File: src/rtl/core/c2p_pkg.sv
// Shared constants, codes and types of the chunky-to-planar converter.
package c2p_pkg;

  // Store and image geometry
  localparam int STORE_PIXELS = 131072;
  localparam int MAX_PLANES   = 8;
  localparam int SPRITE_WIDTH = 64;
  localparam int WORD_BITS    = 32;

  localparam int STORE_AW  = $clog2(STORE_PIXELS);
  localparam int LOAD_CW   = $clog2(STORE_PIXELS + 1);
  localparam int BIT_IDX_W = $clog2(WORD_BITS);
  localparam int GATHER_CW = $clog2(WORD_BITS + 1);

  // Field and register widths
  localparam int MODE_W     = 2;
  localparam int PLANES_W   = 4;
  localparam int WIDTH_W    = 6;
  localparam int HEIGHT_W   = 11;
  localparam int PIXEL_W    = 8;
  localparam int CFG_IDX_W  = 3;
  localparam int CFG_DATA_W = 11;
  localparam int TOTAL_W    = WIDTH_W + HEIGHT_W + BIT_IDX_W;

  // Position counter widths
  localparam int PLANE_W = 3;
  localparam int ROW_W   = 11;
  localparam int WCNT_W  = 5;
  localparam int COL_W   = 4;

  // Sprite framing: blank words at head and tail, words per sprite row
  localparam int EDGE_WORDS       = (8 * 2) / 4;
  localparam int SPRITE_ROW_WORDS = SPRITE_WIDTH / WORD_BITS;
  localparam int BODY_ROW_WORDS   = 2 * SPRITE_ROW_WORDS;

  // Output modes
  localparam logic [MODE_W-1:0] MODE_PLANES = 2'd0;
  localparam logic [MODE_W-1:0] MODE_SPRITE = 2'd1;
  localparam logic [MODE_W-1:0] MODE_PAIR   = 2'd2;

  // Register indexes
  localparam logic [CFG_IDX_W-1:0] CFG_MODE   = 3'd0;
  localparam logic [CFG_IDX_W-1:0] CFG_PLANES = 3'd1;
  localparam logic [CFG_IDX_W-1:0] CFG_WIDTH  = 3'd2;
  localparam logic [CFG_IDX_W-1:0] CFG_HEIGHT = 3'd3;

  // Request codes on the input beat
  localparam logic REQ_LOAD  = 1'b0;
  localparam logic REQ_FETCH = 1'b1;

  typedef enum logic [1:0] {
    ST_OK,
    ST_LOAD_INCOMPLETE,
    ST_BAD_GEOMETRY
  } status_t;

  typedef enum logic [1:0] {
    PH_HEAD,
    PH_BODY,
    PH_TAIL
  } phase_t;

  typedef enum logic [1:0] {
    CMD_LOAD,
    CMD_FETCH,
    CMD_FETCH_BAD
  } cmd_kind_t;

  typedef enum logic {
    BK_IDLE,
    BK_GATHER
  } back_state_t;

  typedef struct packed {
    logic [MODE_W-1:0]   mode;
    logic [PLANES_W-1:0] num_planes;
    logic [WIDTH_W-1:0]  width_words;
    logic [HEIGHT_W-1:0] height_rows;
  } cfg_t;

  typedef struct packed {
    cmd_kind_t          kind;
    logic [PIXEL_W-1:0] pixel;
  } cmd_t;

  typedef struct packed {
    logic [PLANE_W-1:0] plane;
    logic [ROW_W-1:0]   row;
    logic [WCNT_W-1:0]  word;
    logic [COL_W-1:0]   column;
    logic               half;
    phase_t             phase;
    logic [LOAD_CW-1:0] row_base;
  } pos_t;

  typedef struct packed {
    logic [WORD_BITS-1:0] word;
    logic                 last;
    status_t              status;
  } res_t;

endpackage

File: src/rtl/core/c2p_front.sv
// Front end: accepts request beats, classifies them and queues them for the back end.
module c2p_front import c2p_pkg::*; (
  input  logic               clk,
  input  logic               rst_n,
  input  cfg_t               cfg,
  input  logic               push,
  output logic               full,
  input  logic               in_req_type,
  input  logic [PIXEL_W-1:0] in_pixel_index,
  output logic               cmd_valid,
  output cmd_t               cmd,
  input  logic               cmd_pop,
  output logic [TOTAL_W-1:0] total
);

  localparam int QDEPTH = 4;
  localparam int QAW    = $clog2(QDEPTH);

  cmd_t            q_r [QDEPTH];
  logic [QAW-1:0]  wr_ptr_r, wr_ptr_nxt;
  logic [QAW-1:0]  rd_ptr_r, rd_ptr_nxt;
  logic [QAW:0]    count_r, count_nxt;
  logic            push_ok;
  logic            pop_ok;
  logic            geo_bad;
  logic [WIDTH_W+HEIGHT_W-1:0] area_words;
  cmd_t            cmd_in;

  // Image size in pixels
  assign area_words = (WIDTH_W+HEIGHT_W)'(cfg.width_words) *
                      (WIDTH_W+HEIGHT_W)'(cfg.height_rows);
  assign total      = {area_words, {BIT_IDX_W{1'b0}}};

  // Geometry check for the current mode
  always_comb begin
    geo_bad = 1'b0;
    if (cfg.mode != MODE_PLANES && cfg.mode != MODE_SPRITE && cfg.mode != MODE_PAIR) begin
      geo_bad = 1'b1;
    end else if (cfg.width_words == '0 || cfg.width_words > WIDTH_W'(WORD_BITS)) begin
      geo_bad = 1'b1;
    end else if (cfg.height_rows == '0) begin
      geo_bad = 1'b1;
    end else if (total > TOTAL_W'(STORE_PIXELS)) begin
      geo_bad = 1'b1;
    end else if (cfg.mode == MODE_PLANES) begin
      geo_bad = (cfg.num_planes == '0) || (cfg.num_planes > PLANES_W'(MAX_PLANES));
    end else begin
      geo_bad = cfg.width_words[0];
    end
  end

  // Classify the incoming beat
  always_comb begin
    cmd_in.pixel = in_pixel_index;
    if (in_req_type == REQ_LOAD) begin
      cmd_in.kind = CMD_LOAD;
    end else if (geo_bad) begin
      cmd_in.kind = CMD_FETCH_BAD;
    end else begin
      cmd_in.kind = CMD_FETCH;
    end
  end

  assign full      = (count_r == (QAW+1)'(QDEPTH));
  assign cmd_valid = (count_r != '0);
  assign cmd       = q_r[rd_ptr_r];
  assign push_ok   = push && !full;
  assign pop_ok    = cmd_pop && cmd_valid;

  // Advance pointers and fill level
  always_comb begin
    wr_ptr_nxt = push_ok ? wr_ptr_r + 1'b1 : wr_ptr_r;
    rd_ptr_nxt = pop_ok ? rd_ptr_r + 1'b1 : rd_ptr_r;
    count_nxt  = count_r;
    if (push_ok && !pop_ok) begin
      count_nxt = count_r + 1'b1;
    end else if (!push_ok && pop_ok) begin
      count_nxt = count_r - 1'b1;
    end
  end

  always_ff @(posedge clk) begin
    if (!rst_n) begin
      wr_ptr_r <= '0;
      rd_ptr_r <= '0;
      count_r  <= '0;
    end else begin
      wr_ptr_r <= wr_ptr_nxt;
      rd_ptr_r <= rd_ptr_nxt;
      count_r  <= count_nxt;
    end
  end

  // Store the classified beat
  always_ff @(posedge clk) begin
    if (push_ok) begin
      q_r[wr_ptr_r] <= cmd_in;
    end
  end

endmodule

File: config.mk
export PLATFORM = sky130hd
export DESIGN_NAME = c2p_front
export DESIGN_NICKNAME = d
export VERILOG_FILES = /design/src/rtl/core/c2p_pkg.sv /design/src/rtl/core/c2p_front.sv
export SDC_FILE = /design/constraint.sdc
export NUM_CORES = 1
export LEC_CHECK = 0
export ABC_AREA = 1
export BUFFER_PORTS_ARGS = -buffer_cell sky130_fd_sc_hd__buf_2
export CAP_MARGIN = 10
export CORE_ASPECT_RATIO = 1.5
export CORE_MARGIN = 5
export CORE_UTILIZATION = 63
export CTS_CLUSTER_SIZE = 14
export DETAILED_ROUTE_END_ITERATION = 7
export GPL_TIMING_DRIVEN = 0
export PLACE_DENSITY = 0.87
export SLEW_MARGIN = 20
export SYNTH_ARGS = -nofsm -noshare
export SYNTH_HDL_FRONTEND = slang
export SYNTH_SLANG_ARGS = --single-unit
File: constraint.sdc
create_clock -name clk -period 5.7 [get_ports clk]
set_clock_uncertainty 0.05 [all_clocks]
set_input_delay 0.57 -clock clk [delete_from_list [all_inputs] [get_ports clk]]
set_output_delay 0.57 -clock clk [all_outputs]
set_load 0.01 [all_outputs]
==> results.sh <==
export IMPL_row_count=38
export IMPL_die_area_mm2=0.00916
export IMPL_synthAdderAreaFrac=0.247
export IMPL_holdBufCountCts=0
export IMPL_cp_arrival_ns=4.34
export IMPL_whs_path_depth=1
export IMPL_power_density_mw_per_mm2=344
export IMPL_grt_pass1_wl_um=18100
export IMPL_place_congestion=0.868
export IMPL_tightest_slew_ns=1.03
export IMPL_clk_latency_ns=0.29
export IMPL_vias_per_cell=5.15
export IMPL_initial_utilization=0.642
export IMPL_timing_final_crit_share=0.871
export IMPL_slew_headroom=0.309
export IMPL_stdcell_area_mm2=0.00516
export IMPL_synthesis_instances=610
export IMPL_grt_usage=0.248
export IMPL_reg2reg_depth=4
export IMPL_cp_required_ns=5.08
export IMPL_ys_ff_latch=49
export IMPL_syn_avg_cell_area_um2=7.55
export IMPL_portBuffers=64
export IMPL_crit_chain="buf_2 > clkbuf_1 > nand2_1 > inv_1 > fa_1 > fa_1 > inv_1 > fa_1 > inv_1 > ha_1 > nand2_1 > nand2_1 > a21oi_1 > nor2_1 > nor2_1 > nand2_1 > nand2_1 > nand2_1 > inv_1 > buf_2"
export IMPL_root_buffer="clkbuf_8"
export IMPL_hold_viol_final=0
export IMPL_io_pins=70
export IMPL_cts_setup_buffers=0
export IMPL_synth_warnings=0
export IMPL_grt_max_degree=16
export IMPL_critPathKind="in -> out"
export IMPL_synth_edf_count=40
export IMPL_synthSimpleGateAreaFrac=0.235
export IMPL_die_x_um=79.8
export IMPL_worst_path_max_fanout=10
export IMPL_fin_crit_ns=4.96
export IMPL_fmax_mhz=202
export IMPL_clk_pin_slew_ns=0.09
export IMPL_final_setup_tns_ns=0
export IMPL_drt_first_pass_iters=5
export IMPL_power_mw=1.77
export IMPL_core_mm2=0.00718
export IMPL_maxSlewViolCount=0
export IMPL_avgRoutedWirePerCell_um=13.4
export IMPL_crit_buf_inv=7
export IMPL_drive_gt1_frac=0.140
export IMPL_worstHoldPathType="in -> reg"
export IMPL_start_kind="input port"
export IMPL_crit_family="adder cells"
export IMPL_drtAntennaViolNets=0
export IMPL_ys_flop_type="edfxtp_1"
export IMPL_final_setup_viol_count=0
export IMPL_synth_async_reset_ratio=0
export IMPL_end_kind="output port"
export IMPL_synth_compound_area_frac=0.0652
export IMPL_p_leak_nw=2.94
export IMPL_cts_buffers_inserted=5
export IMPL_htreeDepth=2
export IMPL_cts_tree="done"
export IMPL_first_global_vias=4388
export IMPL_antenna_found_initial=0
export IMPL_rsz0062_at_grt="no"
export IMPL_hold_ws_ns=0.434
export IMPL_wl_um=10600
export IMPL_layout_nets=789
export IMPL_cp_common_cell="nand2_1"
export IMPL_status="finished clean"
export IMPL_max_stage_delay_ns=0.57
export IMPL_synth_xor_xnor_area_share=0.00380
export IMPL_synth_top_family_by_area="adder cells"
export IMPL_ys_types=28
export IMPL_ys_seq_area_frac=0.300
export IMPL_die_height_um=115
export IMPL_drt_iter0_markers=210
export IMPL_grt_overflow=0
export IMPL_synth_mux_area_frac=0
export IMPL_n_antenna_cell=0
export IMPL_slowest_stage="fa_1"
export IMPL_path_depth=20
export IMPL_clk_path_buf_depth=2
export IMPL_placed_area_mm2=0.00507
export IMPL_synth_area_mm2=0.00461
export IMPL_place_hpwl_um=8570
export IMPL_syn2layout_area_growth_pct=12.1
export IMPL_maxCapViolCount=0
export IMPL_cts_resized=0
export IMPL_cts_sinks=49
export IMPL_peakVddDrop_v=0.000227
export IMPL_drc_errors=0
export IMPL_vias=4049
export IMPL_n_fill_cell=540
-- flip-flops by register name, indices dropped and copies added (netlist names), named ones only --
| signal | count |
|---|---|
| count_r | 3 |
| q_r | 40 |
| rd_ptr_r | 2 |
| wr_ptr_r | 2 |
-- metal layers --
| layer | GRT usage | routed length, µm | vias up |
|---|---|---|---|
| met5 | 0 | 0 | - |
| met4 | 0.147 | 589 | 0 |
| met3 | 0.0227 | 559 | 49 |
| met2 | 0.490 | 5820 | 161 |
| met1 | 0.241 | 3590 | 1850 |
| li1 | - | - | 1989 |
-- cell families after synthesis --
logic type,Yosys count
buf+inv,175
xor+xnor,2
simple gates,259
fa+ha+maj,68
compound gates,56
flops,49
other cells,1
-- worst paths after layout --
kind              slack, ns                startpoint                   to
setup reg to reg       3.50   count_r[0]$_SDFFE_PN0P_  q_r[3][3]$_DFFE_PP_
hold / removal         0.43         in_pixel_index[6]  q_r[1][6]$_DFFE_PP_
setup / recovery       0.74                   cfg[15]            total[21]
hold reg to reg        0.45  rd_ptr_r[0]$_SDFFE_PN0P_                 flop
-- stage by stage --
step | setup slack [ns] | utilization | std cells
floorplan | 1.46 | - | 614
global placement | 0.828 | 0.706 | 778
detailed placement | 0.743 | 0.706 | 778
CTS | 0.737 | 0.719 | 786
global route | 0.465 | 0.719 | 786
finish | 0.738 | 0.719 | 786
-- layout by cell type, fill, tap and decap left out, drive strengths merged, types with 3 or more instances in the layout --
cell	instances
nand3b	5
edfxtp	40
nor2	60
dfxtp	9
o22ai	10
ha	30
nand2	157
a21oi	13
nand4	7
or2	3
o21ai	30
fa	38
nand3	25
inv	158
conb	5
clkbuf	17
buf	70
-- cell type report --
class / count / area (µm²) / area share
multi-input cells: 390 / 2560 / 0.495
flip-flops and latches: 49 / 1380 / 0.268
clock buffers: 6 / 82.6 / 0.0160
repair buffers: 64 / 320 / 0.0620
inverters: 158 / 593 / 0.115
plain buffers: 17 / 90.1 / 0.0174
clock inverters: 2 / 13.8 / 0.00267
well taps: 100 / 125 / 0.0242
-- synth_stat cells, drive strengths merged (9+ instances only) --
cell	n	share of area
ha	30	0.081
edfxtp	40	0.26
nand3	25	0.030
inv	158	0.13
dfxtp	9	0.039
clkbuf	11	0.0090
o21ai	30	0.033
nor2	60	0.050
nand2	157	0.13
fa	38	0.17
o22ai	10	0.014
a21oi	13	0.014
-- where the power goes --
group	switching, mW	internal, mW	total (mW)
logic	0.705	0.398	1.10
registers	0.0242	0.440	0.464
clock network	0.110	0.0984	0.209
total	0.839	0.936	1.77
-- worst reg2reg max path: stages (launching register included) --
cell,delay (ns)
dfxtp_1,0.43
nor3_1,0.10
nor2_1,0.27
inv_1,0.17
nor2_1,0.81
Power figures use the tool's default switching activity.
